--- config.mk ---
export PLATFORM = sky130hd
export DESIGN_NAME = four_encoder_outlier_average_unit
export DESIGN_NICKNAME = d
export VERILOG_FILES = /design/src/design/foa_pkg.sv /design/src/design/foa_dist_lane.sv /design/src/design/foa_vote_lane.sv /design/src/design/foa_div3_stage.sv /design/src/design/four_encoder_outlier_average_unit.sv
export VERILOG_INCLUDE_DIRS = /design/src /design/src/design
export SDC_FILE = /design/constraint.sdc
export NUM_CORES = 2
export LEC_CHECK = 0
export ABC_AREA = 1
export BUFFER_PORTS_ARGS = -buffer_cell sky130_fd_sc_hd__buf_2
export CAP_MARGIN = 30
export CORE_ASPECT_RATIO = 1.75
export CORE_MARGIN = 1
export CORE_UTILIZATION = 45
export DETAILED_ROUTE_END_ITERATION = 16
export SLEW_MARGIN = 20
export SYNTH_ARGS = -nofsm -noshare
export SYNTH_HDL_FRONTEND = slang
export SYNTH_SLANG_ARGS = --single-unit
--- constraint.sdc ---
create_clock -name clk -period 23.4 [get_ports clk]
set_input_delay 1.17 -clock clk [delete_from_list [all_inputs] [get_ports clk]]
set_output_delay 1.17 -clock clk [all_outputs]
set_load 0.02 [all_outputs]
--- src/design/four_encoder_outlier_average_unit_macros.svh ---
// Assertion helpers for the outlier average block.
// All checks run on clk and are switched off while rst is high.
`ifndef FOUR_ENCODER_OUTLIER_AVERAGE_UNIT_MACROS_SVH
`define FOUR_ENCODER_OUTLIER_AVERAGE_UNIT_MACROS_SVH

// same-cycle implication
`define FOA_ASSERT_IMP(name, ante, cons, msg) \
  name: assert property (@(posedge clk) disable iff (rst) (ante) |-> (cons)) \
    else $error(msg);

// next-cycle implication
`define FOA_ASSERT_NEXT(name, ante, cons, msg) \
  name: assert property (@(posedge clk) disable iff (rst) (ante) |=> (cons)) \
    else $error(msg);

`endif

--- src/design/foa_pkg.sv ---
package foa_pkg;

  // encoder count and field widths
  localparam int ENC_COUNT   = 4;
  localparam int POS_W       = 32;
  localparam int DIST_W      = 32;
  localparam int SUM_W       = 34;
  localparam int VOTE_W      = SUM_W + 2;
  localparam int AVG_W       = 40;
  localparam int CFG_INDEX_W = 8;
  localparam int KEPT_N_W    = 3;

  // divide-by-three pipeline: base-256 long division, two digits a stage
  localparam int DIG_W        = 8;
  localparam int DIV_W        = 40;
  localparam int STAGE_DIGITS = 2;
  localparam int DIV3_SHIFT   = 11;
  localparam logic [DIG_W+1:0] DIV3_RECIP = 10'd683;

  // voting thresholds; the totals are scaled to the sum of four distances
  localparam logic [DIST_W-1:0] STALL_DIST   = 32'd10;
  localparam logic [SUM_W-1:0]  STALL_TOTAL  = 34'd400;
  localparam logic [SUM_W-1:0]  SUBSET_TOTAL = 34'd1200;
  localparam logic [KEPT_N_W-1:0] SUBSET_MIN = 3'd2;
  localparam logic [KEPT_N_W-1:0] SUBSET_MAX = 3'd3;

  // configuration register indexes
  typedef enum logic [CFG_INDEX_W-1:0] {
    REG_BASE_FL = 8'd0,
    REG_BASE_FR = 8'd1,
    REG_BASE_RL = 8'd2,
    REG_BASE_RR = 8'd3
  } cfg_reg_t;

  typedef logic signed [POS_W-1:0] pos_t;
  typedef logic [DIST_W-1:0]       dist_t;
  typedef logic [SUM_W-1:0]        sum_t;

  // result of one divide stage
  typedef struct packed {
    logic [STAGE_DIGITS*DIG_W-1:0] quo;
    logic [1:0]                    rem;
  } div3_part_t;

endpackage

--- src/design/foa_dist_lane.sv ---
module foa_dist_lane
  import foa_pkg::*;
(
  input  pos_t  pos,
  input  pos_t  base,
  output dist_t travel
);

  logic signed [POS_W:0] diff;
  logic signed [POS_W:0] mag;

  // 33-bit difference, so the magnitude always fits 32 bits
  always_comb begin
    diff   = {pos[POS_W-1], pos} - {base[POS_W-1], base};
    mag    = diff[POS_W] ? -diff : diff;
    travel = mag[DIST_W-1:0];
  end

endmodule

--- src/design/foa_vote_lane.sv ---
module foa_vote_lane
  import foa_pkg::*;
(
  input  dist_t travel,
  input  sum_t  total,
  output logic  keep
);

  logic [VOTE_W-1:0] d8;
  logic [VOTE_W-1:0] total1;
  logic [VOTE_W-1:0] total3;
  logic              out_low;
  logic              out_high;
  logic              stuck;

  // 8*d against S and 3*S; a near-still wheel is dropped when the rest moved
  always_comb begin
    d8       = VOTE_W'({travel, 3'b000});
    total1   = VOTE_W'(total);
    total3   = total1 + VOTE_W'({total, 1'b0});
    out_low  = d8 < total1;
    out_high = d8 > total3;
    stuck    = (travel < STALL_DIST) && (total > STALL_TOTAL);
    keep     = !(out_low || out_high || stuck);
  end

endmodule

--- src/design/foa_div3_stage.sv ---
module foa_div3_stage
  import foa_pkg::*;
#(
  parameter int NDIG = STAGE_DIGITS
)
(
  input  logic [1:0]            rem_in,
  input  logic [NDIG*DIG_W-1:0] digits,
  output logic [NDIG*DIG_W-1:0] quo,
  output logic [1:0]            rem_out
);

  localparam int V_W    = DIG_W + 2;
  localparam int PROD_W = 2 * V_W;

  logic [1:0]        rem;
  logic [V_W-1:0]    v;
  logic [PROD_W-1:0] prod;
  logic [DIG_W-1:0]  qd;
  logic [V_W-1:0]    q3;
  logic [V_W-1:0]    rem_full;

  // one base-256 digit per step, most significant first; v/3 by reciprocal
  always_comb begin
    rem      = rem_in;
    v        = '0;
    prod     = '0;
    qd       = '0;
    q3       = '0;
    rem_full = '0;
    quo      = '0;
    for (int i = NDIG - 1; i >= 0; i--) begin
      v        = {rem, digits[i*DIG_W +: DIG_W]};
      prod     = PROD_W'(v) * PROD_W'(DIV3_RECIP);
      qd       = prod[DIV3_SHIFT +: DIG_W];
      q3       = V_W'(qd) + V_W'({qd, 1'b0});
      rem_full = v - q3;
      quo[i*DIG_W +: DIG_W] = qd;
      rem      = rem_full[1:0];
    end
    rem_out = rem;
  end

endmodule

--- src/design/four_encoder_outlier_average_unit.sv ---
// Throughput: one item per cycle unless out_stall holds the pipeline; seven register stages (distance,
// sum, vote, merge, two divide-by-three stages, output) each take a new item every cycle they advance.
// A stalled output lets earlier stages fill their empty slots before in_stall rises.
// Reset: stage valid bits cleared, all four baselines set to zero.
module four_encoder_outlier_average_unit
  import foa_pkg::*;
(
  input  logic                   clk,
  input  logic                   rst,
  // input items
  input  logic                   in_valid,
  output logic                   in_stall,
  input  pos_t                   pos_front_left,
  input  pos_t                   pos_front_right,
  input  pos_t                   pos_rear_left,
  input  pos_t                   pos_rear_right,
  // result items
  output logic                   out_valid,
  input  logic                   out_stall,
  output logic [AVG_W-1:0]       distance_avg_q8,
  output logic [3:0]             kept_mask,
  output logic                   used_subset,
  // configuration writes
  input  logic                   cfg_valid,
  output logic                   cfg_ready,
  input  logic [CFG_INDEX_W-1:0] cfg_index,
  input  logic [POS_W-1:0]       cfg_data
);

`include "four_encoder_outlier_average_unit_macros.svh"

  localparam int STAGES  = 7;
  localparam int PART_W  = STAGE_DIGITS * DIG_W;
  localparam int QUO_W   = AVG_W - DIG_W;

  pos_t baseline [ENC_COUNT];
  pos_t pos_in   [ENC_COUNT];
  dist_t lane_dist [ENC_COUNT];
  logic [ENC_COUNT-1:0] lane_keep;

  logic [STAGES:1] vld;
  logic [STAGES:1] adv;

  dist_t s1_dist [ENC_COUNT];
  dist_t s2_dist [ENC_COUNT];
  sum_t  s2_total;
  dist_t s3_dist [ENC_COUNT];
  sum_t  s3_total;
  logic [ENC_COUNT-1:0] s3_mask;
  sum_t  s4_total, s5_total, s6_total;
  sum_t  s4_ksum, s5_ksum, s6_ksum;
  logic [ENC_COUNT-1:0] s4_mask, s5_mask, s6_mask;
  logic  s4_subset, s5_subset, s6_subset;
  logic  s4_three, s5_three, s6_three;
  logic [PART_W-1:0] s5_q_hi, s6_q_hi, s6_q_mid;
  logic [1:0] s5_rem, s6_rem;

  sum_t total_next;
  sum_t ksum_next;
  logic [KEPT_N_W-1:0] kept_n;
  logic subset_next;
  logic three_next;
  logic [DIV_W-1:0] num4, num5;
  div3_part_t part_a, part_b;
  logic [DIG_W-1:0] quo_lo;
  logic [1:0] rem_lo;
  logic [DIV_W-1:0] quo_all;
  logic [DIG_W-1:0] frac;
  logic [AVG_W-1:0] avg_next;

  // configuration port, always ready; unknown indexes are dropped
  assign cfg_ready = 1'b1;

  always_ff @(posedge clk) begin
    if (rst) begin
      for (int i = 0; i < ENC_COUNT; i++) begin
        baseline[i] <= '0;
      end
    end else if (cfg_valid) begin
      unique case (cfg_index)
        REG_BASE_FL: baseline[0] <= cfg_data;
        REG_BASE_FR: baseline[1] <= cfg_data;
        REG_BASE_RL: baseline[2] <= cfg_data;
        REG_BASE_RR: baseline[3] <= cfg_data;
        default: ;
      endcase
    end
  end

  // stage enables: a stage moves when it is empty or the next one moves
  always_comb begin
    adv[STAGES] = !vld[STAGES] || !out_stall;
    for (int k = STAGES - 1; k >= 1; k--) begin
      adv[k] = !vld[k] || adv[k+1];
    end
  end

  assign in_stall  = !adv[1];
  assign out_valid = vld[STAGES];

  always_ff @(posedge clk) begin
    if (rst) begin
      vld <= '0;
    end else begin
      if (adv[1]) begin
        vld[1] <= in_valid;
      end
      for (int k = 2; k <= STAGES; k++) begin
        if (adv[k]) begin
          vld[k] <= vld[k-1];
        end
      end
    end
  end

  // distance lanes
  assign pos_in[0] = pos_front_left;
  assign pos_in[1] = pos_front_right;
  assign pos_in[2] = pos_rear_left;
  assign pos_in[3] = pos_rear_right;

  for (genvar g = 0; g < ENC_COUNT; g++) begin : g_dist
    foa_dist_lane u_dist (
      .pos    (pos_in[g]),
      .base   (baseline[g]),
      .travel (lane_dist[g])
    );
  end

  always_ff @(posedge clk) begin
    if (adv[1]) begin
      s1_dist <= lane_dist;
    end
  end

  // sum of all four distances
  always_comb begin
    total_next = '0;
    for (int i = 0; i < ENC_COUNT; i++) begin
      total_next = total_next + SUM_W'(s1_dist[i]);
    end
  end

  always_ff @(posedge clk) begin
    if (adv[2]) begin
      s2_dist  <= s1_dist;
      s2_total <= total_next;
    end
  end

  // vote lanes
  for (genvar g = 0; g < ENC_COUNT; g++) begin : g_vote
    foa_vote_lane u_vote (
      .travel (s2_dist[g]),
      .total  (s2_total),
      .keep   (lane_keep[g])
    );
  end

  always_ff @(posedge clk) begin
    if (adv[3]) begin
      s3_dist  <= s2_dist;
      s3_total <= s2_total;
      s3_mask  <= lane_keep;
    end
  end

  // merge: sum and count of kept encoders, choice of subset average
  always_comb begin
    ksum_next = '0;
    kept_n    = '0;
    for (int i = 0; i < ENC_COUNT; i++) begin
      if (s3_mask[i]) begin
        ksum_next = ksum_next + SUM_W'(s3_dist[i]);
        kept_n    = kept_n + KEPT_N_W'(1);
      end
    end
    subset_next = (s3_total > SUBSET_TOTAL) &&
                  ((kept_n == SUBSET_MIN) || (kept_n == SUBSET_MAX));
    three_next  = kept_n == SUBSET_MAX;
  end

  always_ff @(posedge clk) begin
    if (adv[4]) begin
      s4_total  <= s3_total;
      s4_mask   <= s3_mask;
      s4_ksum   <= ksum_next;
      s4_subset <= subset_next;
      s4_three  <= three_next;
    end
  end

  // kept sum divided by three, top two digits
  assign num4 = DIV_W'(s4_ksum);

  foa_div3_stage #(.NDIG(STAGE_DIGITS)) u_div_a (
    .rem_in  (2'b00),
    .digits  (num4[DIV_W-1 -: PART_W]),
    .quo     (part_a.quo),
    .rem_out (part_a.rem)
  );

  always_ff @(posedge clk) begin
    if (adv[5]) begin
      s5_total  <= s4_total;
      s5_mask   <= s4_mask;
      s5_ksum   <= s4_ksum;
      s5_subset <= s4_subset;
      s5_three  <= s4_three;
      s5_q_hi   <= part_a.quo;
      s5_rem    <= part_a.rem;
    end
  end

  // middle two digits
  assign num5 = DIV_W'(s5_ksum);

  foa_div3_stage #(.NDIG(STAGE_DIGITS)) u_div_b (
    .rem_in  (s5_rem),
    .digits  (num5[DIV_W-PART_W-1 -: PART_W]),
    .quo     (part_b.quo),
    .rem_out (part_b.rem)
  );

  always_ff @(posedge clk) begin
    if (adv[6]) begin
      s6_total  <= s5_total;
      s6_mask   <= s5_mask;
      s6_ksum   <= s5_ksum;
      s6_subset <= s5_subset;
      s6_three  <= s5_three;
      s6_q_hi   <= s5_q_hi;
      s6_q_mid  <= part_b.quo;
      s6_rem    <= part_b.rem;
    end
  end

  // last digit, then floor(256*r/3) as the fraction byte
  foa_div3_stage #(.NDIG(1)) u_div_c (
    .rem_in  (s6_rem),
    .digits  (s6_ksum[DIG_W-1:0]),
    .quo     (quo_lo),
    .rem_out (rem_lo)
  );

  always_comb begin
    quo_all = {s6_q_hi, s6_q_mid, quo_lo};
    unique case (rem_lo)
      2'd1:    frac = 8'd85;
      2'd2:    frac = 8'd170;
      default: frac = 8'd0;
    endcase
    if (!s6_subset) begin
      avg_next = {s6_total, 6'b000000};
    end else if (!s6_three) begin
      avg_next = {s6_ksum[SUM_W-2:0], 7'b0000000};
    end else begin
      avg_next = {quo_all[QUO_W-1:0], frac};
    end
  end

  // output register
  always_ff @(posedge clk) begin
    if (adv[STAGES]) begin
      distance_avg_q8 <= avg_next;
      kept_mask       <= s6_mask;
      used_subset     <= s6_subset;
    end
  end

  // checks
  `FOA_ASSERT_IMP(a_subset_count, out_valid && used_subset, ($countones(kept_mask) == 2) || ($countones(kept_mask) == 3), "subset average with wrong kept count")
  `FOA_ASSERT_IMP(a_full_avg_lsbs, out_valid && !used_subset, distance_avg_q8[5:0] == 6'd0, "full average not a multiple of 64")
  `FOA_ASSERT_IMP(a_stall_full, in_stall, out_valid && out_stall && (&vld), "input stalled with room in pipeline")
  `FOA_ASSERT_NEXT(a_accept_fills, in_valid && !in_stall, vld[1], "accepted item lost at first stage")

endmodule

Word level (Yosys, flattened, before mapping):

Memory sizes are Yosys's and may differ from the RTL's.
Cells that the tools add are included.

* register bits: 764
* RAM bits: 128
* bits of input ports: 173
* output and inout port bits: 48
* memories: 1

Memory list
* baseline: words 4, bits a word 32, rd ports 4, clocked after Yosys merged registers in 0, wr ports 4, line four_encoder_outlier_average_unit.sv:36 `pos_t baseline [ENC_COUNT];`

* add/sub/neg operators: 28
* multipliers: 5
* $lt $le $gt $ge: 14
* equal/unequal tests: 7
* mux-type cells: 37
* bitwise logic cells: 4
* reduce and logical (&&, ||, !) cells: 36

Operators by type and width (count)
* 32-bit two-way mux: 9
* 35-bit by 36-bit > comparator with 1-bit output: 4
* 35-bit by 34-bit less-than comparator with 1-bit output: 4
* 34-bit by 32-bit adder with 34-bit output: 4
* 32-bit by 32-bit subtractor with 33-bit output: 4
* 32-bit by 4-bit less-than comparator with 1-bit output (second input constant): 4
* 32-bit negation: 4
* 34-bit two-way mux: 3
* 40-bit two-way mux: 2
* 10-bit by 10-bit multiplier with 19-bit output (second input constant): 4
* 34-bit by 35-bit adder with 36-bit output: 1
* 33-bit by 32-bit adder with 34-bit output: 1
* 34-bit by 11-bit > comparator with 1-bit output (second input constant): 1
* 34-bit by 9-bit > comparator with 1-bit output (second input constant): 1
* 32-bit by 32-bit adder with 33-bit output: 1
* 1-bit two-way mux: 19
* 8-bit by 2-bit equality test with 1-bit output (second input constant): 2
* 1-bit logical OR: 16
* 8-bit one-hot mux with 2 select lines: 1
* 1-bit zero test: 13
* 2-bit by 10-bit multiplier with 12-bit output (second input constant): 1
* 2-bit adder: 5
* 2-bit subtractor: 5
* 3-bit by 1-bit adder with 3-bit output (second input constant): 3
* other kinds (9): 19

Longest topological paths before layout:

* depth after elaboration: 10
* mapped depth: 42
* mapped depth without buffers: 42

Modules after synthesis:

Synthesis repeated with hierarchy kept, for this count alone.

* cell total of the unflattened synthesis: 10129
* area, all modules: 80952.6 µm²

By module, submodules not included
* four_encoder_outlier_average_unit: times used 1, cells an instance 3146, area an instance 39220.1 µm², seq. area each 26595.5 µm²
* foa_dist_lane: times used 4, cells an instance 769, area an instance 3751.1 µm², seq. area each 0.0 µm²
* foa_vote_lane (g_vote[0].u_vote ...): times used 2, cells an instance 703, area an instance 4342.9 µm², seq. area each 0.0 µm²
* foa_vote_lane (g_vote[2].u_vote ...): times used 2, cells an instance 660, area an instance 4230.3 µm², seq. area each 0.0 µm²
* foa_div3_stage (u_div_a): times used 1, cells an instance 459, area an instance 3808.7 µm², seq. area each 0.0 µm²
* foa_div3_stage (u_div_b): times used 1, cells an instance 451, area an instance 3764.9 µm², seq. area each 0.0 µm²
* foa_div3_stage (u_div_c): times used 1, cells an instance 271, area an instance 2008.2 µm², seq. area each 0.0 µm²

Worst setup path after synthesis:

OpenSTA, ideal clock, no wires.

* path kind: input -> register
* start: input out_stall
* end: register s1_dist[0] (netlist bit) (enable)
* arrival: 17.804 ns
* required time: 22.923 ns
* setup slack: 5.119 ns
* cell stages on the path: 13
* cells stage by stage: nand2_1 nor2_1 inv_1 nor2_1 inv_1 nor2_1 inv_1 nor2_1 inv_1 nor2_1 inv_1 nor2_1 inv_1

* word-level cells in the longest chain between the ends: 8

RTL lines
* start, declared: line four_encoder_outlier_average_unit.sv:19 `input logic out_stall,`
* 1-bit zero test: line four_encoder_outlier_average_unit.sv:92 `adv[STAGES] = !vld[STAGES] || !out_stall;`
* 1-bit logical OR: line four_encoder_outlier_average_unit.sv:92
* 1-bit logical OR: line four_encoder_outlier_average_unit.sv:94 `adv[k] = !vld[k] || adv[k+1];`
* named net adv, one bit: line four_encoder_outlier_average_unit.sv:42 `logic [STAGES:1] adv;`
* 1-bit logical OR: line four_encoder_outlier_average_unit.sv:94
* named net adv, one bit: line four_encoder_outlier_average_unit.sv:42
* 1-bit logical OR: line four_encoder_outlier_average_unit.sv:94
* named net adv, one bit: line four_encoder_outlier_average_unit.sv:42
* 1-bit logical OR: line four_encoder_outlier_average_unit.sv:94
* named net adv, one bit: line four_encoder_outlier_average_unit.sv:42
* 1-bit logical OR: line four_encoder_outlier_average_unit.sv:94
* named net adv, one bit: line four_encoder_outlier_average_unit.sv:42
* 1-bit logical OR: line four_encoder_outlier_average_unit.sv:94
* end signal, assigned: line four_encoder_outlier_average_unit.sv:132 `s1_dist <= lane_dist;`
* end, declared: line four_encoder_outlier_average_unit.sv:44 `dist_t s1_dist [ENC_COUNT];`

The timed path passes the listed nets, and every way through them passes these cells.
A chain may end at the register's enable or synchronous reset.

==> metrics.txt <==
# TYPE chip_impl_metric gauge
chip_impl_info{name="run_status",value="finished, violations left"} 1
chip_impl_info{name="failed_checks",value="design-rule violations"} 1
chip_impl_metric{name="initial_core_util",unit="%"} 45.3
chip_impl_info{name="synth.most_common_cell",value="sky130_fd_sc_hd__nand2_1"} 1
chip_impl_metric{name="critical_path.max_fanout",unit=""} 6
chip_impl_metric{name="core_area",unit="um2"} 152000
chip_impl_metric{name="io_buffer_count",unit=""} 219
chip_impl_metric{name="grt_start_max_net_pins",unit=""} 73
chip_impl_metric{name="timing.final.max_slew_violations",unit=""} 0
chip_impl_metric{name="timing.hold.ws",unit="ns"} 0.408
chip_impl_metric{name="cts-buffers-inserted",unit=""} 86
chip_impl_metric{name="layout.nets",unit=""} 9715
chip_impl_metric{name="final_routed_wire_length_divided_by_cell_count",unit="um"} 24.2
chip_impl_metric{name="grt_pass1_vias",unit=""} 57700
chip_impl_metric{name="final.setup.tns",unit="ns"} 0
chip_impl_metric{name="worst_path_largest_cell_delay",unit="ns"} 0.54
chip_impl_metric{name="synthCells",unit=""} 8274
chip_impl_metric{name="overflow",unit=""} 0
chip_impl_metric{name="maxClockFrequency",unit="MHz"} 105
chip_impl_metric{name="final_layout_size_suffix_gt1_share",unit="%"} 5.99
chip_impl_metric{name="synth_async_sr_flop_share",unit="%"} 0
chip_impl_metric{name="clock_insertion_delay_at_the_later_pin_of_the_skew_report",unit="ns"} 0.74
chip_impl_metric{name="placement_rows",unit=""} 189
chip_impl_metric{name="layout_worst_path_cycle_share",unit="%"} 40.5
chip_impl_metric{name="h-tree-depth",unit=""} 3
chip_impl_metric{name="report.final.hold_viol_count",unit=""} 0
chip_impl_metric{name="vias",unit=""} 56200
chip_impl_metric{name="area_growth_syn_to_layout",unit="%"} 9.94
chip_impl_metric{name="distinct_cells_synth",unit=""} 57
chip_impl_metric{name="num-fill-cells",unit=""} 14900
chip_impl_metric{name="drt.antenna.violating_nets",unit=""} 0
chip_impl_metric{name="cts_hold_buffers",unit=""} 0
chip_impl_metric{name="die_area",unit="um2"} 154000
chip_impl_metric{name="cts_resized",unit=""} 0
chip_impl_info{name="rsz0062_at_grt",value="no"} 1
chip_impl_metric{name="multiInputGateArea",unit="um2"} 36500
chip_impl_metric{name="synth_largest_type_area_fraction",unit="%"} 38.5
chip_impl_metric{name="drt_pre_antenna_iters",unit=""} 12
chip_impl_metric{name="setup_viol_count_final",unit=""} 0
chip_impl_metric{name="postCtsSetupBuffers",unit=""} 0
chip_impl_info{name="post_synth_most_frequent_cells",value="sky130_fd_sc_hd__nand2_1 (2,201), sky130_fd_sc_hd__inv_1 (1,396), sky130_fd_sc_hd__edfxtp_1 (881)"} 1
chip_impl_metric{name="stdcell_count",unit=""} 10700
chip_impl_metric{name="first_pass_grt_wire_length",unit="mm"} 370
chip_impl_metric{name="cp.arrival",unit="ns"} 9.94
chip_impl_info{name="critPathKind",value="reg2reg"} 1
chip_impl_metric{name="actual_transition_at_the_worst_max_transition_pin",unit="ns"} 1.12
chip_impl_metric{name="cap_viol_max_count",unit=""} 0
chip_impl_metric{name="placed_cells",unit=""} 10500
chip_impl_metric{name="number_of_clock_sinks",unit=""} 888
chip_impl_metric{name="clk_pin_slew_worst_paths",unit="ns"} 0.06
chip_impl_metric{name="period_minus_slack",unit="ns"} 9.48
chip_impl_metric{name="postSynthAreaPerCell",unit="um2"} 8.30
chip_impl_info{name="synthTopCellsByArea",value="sky130_fd_sc_hd__edfxtp_1 (39%), sky130_fd_sc_hd__ha_1 (15%), sky130_fd_sc_hd__nand2_1 (12%)"} 1
chip_impl_info{name="clock_tree.root_cell",value="sky130_fd_sc_hd__clkbuf_16"} 1
chip_impl_metric{name="critPathRequiredTime",unit="ns"} 23.85
chip_impl_metric{name="post-dp-hpwl",unit="mm"} 221
chip_impl_metric{name="wirelength",unit="mm"} 258
chip_impl_metric{name="whs_path_depth",unit=""} 0
chip_impl_metric{name="clock_skew",unit="ns"} 0.0371
chip_impl_metric{name="via_per_inst",unit=""} 5.27
chip_impl_metric{name="drt_iter0_markers",unit=""} 3009
chip_impl_metric{name="synth_enable_flop_cells",unit=""} 881
chip_impl_metric{name="path_depth",unit=""} 37
chip_impl_info{name="critical_path.startpoint_type",value="flop"} 1
chip_impl_info{name="tritoncts",value="done"} 1
chip_impl_metric{name="timing.slew.headroom",unit="%"} 24.9
chip_impl_metric{name="ys_warn_count",unit=""} 0
chip_impl_info{name="post-synth-top-area-cell",value="sky130_fd_sc_hd__edfxtp_1"} 1
chip_impl_info{name="endpoint_kind",value="flop"} 1
chip_impl_metric{name="ioPinCount",unit=""} 221
chip_impl_metric{name="postSynthRegisterBits",unit=""} 888
chip_impl_info{name="critical-path-slowest-cell",value="sky130_fd_sc_hd__fa_1"} 1
chip_impl_info{name="cpMostUsedCell",value="sky130_fd_sc_hd__ha_1"} 1
chip_impl_info{name="holdCritPathClass",value="reg2reg"} 1
chip_impl_metric{name="gp_routability_congestion",unit=""} 1.04
chip_impl_metric{name="worstPathBufferInverterCount",unit=""} 6
chip_impl_metric{name="cts.path.max_buffers",unit=""} 3
chip_impl_metric{name="r2r.worst_path.cells",unit=""} 37
chip_impl_metric{name="grt.total_usage",unit="%"} 33.5
chip_impl_metric{name="synth-seq-area-share",unit="%"} 38.7
chip_impl_metric{name="synth_fp_nets",unit=""} 9417
chip_impl_info{name="critical-path-top-delay-family",value="adder cells"} 1
chip_impl_info{name="yosys_most_used_dff",value="sky130_fd_sc_hd__edfxtp_1"} 1
chip_impl_metric{name="die_width",unit="um"} 297
chip_impl_metric{name="number_of_antenna_violations_at_the_first_check_in_global_routing",unit=""} 13
chip_impl_metric{name="layout.area.seq",unit="um2"} 26600
chip_impl_metric{name="mappedNetlistArea",unit="um2"} 68700
chip_impl_metric{name="dieHeight",unit="um"} 519
chip_impl_metric{name="drc_violations",unit=""} 1
-- state kept, by name, indices dropped and copies added (netlist names), 4 cells and up --
register         flops
s5_total            34
s4_mask              4
s3_dist            128
distance_avg_q8     36
s2_total            34
s5_q_hi              8
s3_mask              4
s6_total            34
s1_dist            128
vld                  7
s4_ksum             34
s5_ksum             33
s4_total            34
s3_total            34
s2_dist            128
s6_q_hi              8
baseline           128
s6_q_mid            16
kept_mask            4
s6_ksum             33
s5_mask              4
s6_mask              4
-- stage by stage --
stage	setup WS, ns	util (%)	instance area, um2
2_1_floorplan	5.12	-	68700
3_3_place_gp	13.85	47.7	72400
3_5_place_dp	13.86	47.8	72400
4_1_cts	13.82	49.7	75400
5_1_grt	13.28	49.8	75500
6_report	13.92	49.8	75500
-- worst register-to-register path: cells and delay by family (launching register included) --
family | cells | cell delay [ns]
buffers and inverters | 6 | 0.37
adders and majority gates | 15 | 5.54
DFF | 1 | 0.52
xor gates and xnor gates | 7 | 1.73
and+or+nand+nor | 9 | 1.07
-- cells by family after synthesis --
| family | share of synthesized area (%) |
|---|---|
| other | 0.00546 |
| XOR/XNOR | 3.49 |
| buffers and inverters | 8.18 |
| adder cells (fa/ha/maj) | 19.4 |
| flip-flops | 38.7 |
| AO/OA/AOI/OAI | 6.88 |
| AND/OR/NAND/NOR | 23.3 |
-- worst paths after layout --
kind              slack (ns)                   start                     end
setup / recovery       13.92   s5_ksum[17]$_DFFE_PP_     s6_rem[1]$_DFFE_PP_
hold / removal          0.41  s4_total[10]$_DFFE_PP_  s5_total[10]$_DFFE_PP_
setup reg to reg       13.92   s5_ksum[17]$_DFFE_PP_     s6_rem[1]$_DFFE_PP_
hold reg to reg         0.41  s4_total[10]$_DFFE_PP_  s5_total[10]$_DFFE_PP_
-- per-layer routing --
metal	wire length (um)	share of wire, %	global-route usage (%)	vias to the layer above
li1	-	-	-	27900
met1	76000	29	27.1	26100
met2	138000	54	64.5	1461
met3	8350	3.2	4.20	722
met4	35100	14	37.4	6
met5	40	0.016	0	-
-- area by class of cell --
type | instances | area share [%]
multi-input cells | 5902 | 48.4
flip-flops and latches | 888 | 35.2
inverters | 1417 | 7.07
well taps | 2005 | 3.32
clock buffers | 102 | 3.00
repair buffers | 277 | 2.01
clock inverters | 60 | 0.971
diodes | 14 | 0.0464
-- cell usage in the layout, fill, tap and decap left out, types with 17 or more instances in the layout --
master                      instances
sky130_fd_sc_hd__inv_1           1390
sky130_fd_sc_hd__or2_2             22
sky130_fd_sc_hd__nand4_1          186
sky130_fd_sc_hd__nor2_1           702
sky130_fd_sc_hd__nand3b_1          26
sky130_fd_sc_hd__nor3_1            78
sky130_fd_sc_hd__nand2_1         2200
sky130_fd_sc_hd__xor2_1           166
sky130_fd_sc_hd__o21bai_1          31
sky130_fd_sc_hd__edfxtp_1         881
sky130_fd_sc_hd__a21o_1            23
sky130_fd_sc_hd__a31oi_1           29
sky130_fd_sc_hd__clkinv_1          18
sky130_fd_sc_hd__a21oi_1          415
sky130_fd_sc_hd__and2_1            35
sky130_fd_sc_hd__o21a_1            20
sky130_fd_sc_hd__clkbuf_16         86
sky130_fd_sc_hd__nor4_1            47
sky130_fd_sc_hd__nand3_1          450
sky130_fd_sc_hd__o21ai_0          228
sky130_fd_sc_hd__buf_4             53
sky130_fd_sc_hd__o211ai_1          22
sky130_fd_sc_hd__ha_1             814
sky130_fd_sc_hd__a211oi_1          17
sky130_fd_sc_hd__buf_2            223
sky130_fd_sc_hd__xnor2_1           98
sky130_fd_sc_hd__fa_1             156
sky130_fd_sc_hd__inv_2             19
sky130_fd_sc_hd__nor2_2            23
Power is not shown: default switching activity piles up to over one toggle a cycle in this logic, so the estimate is an artifact.
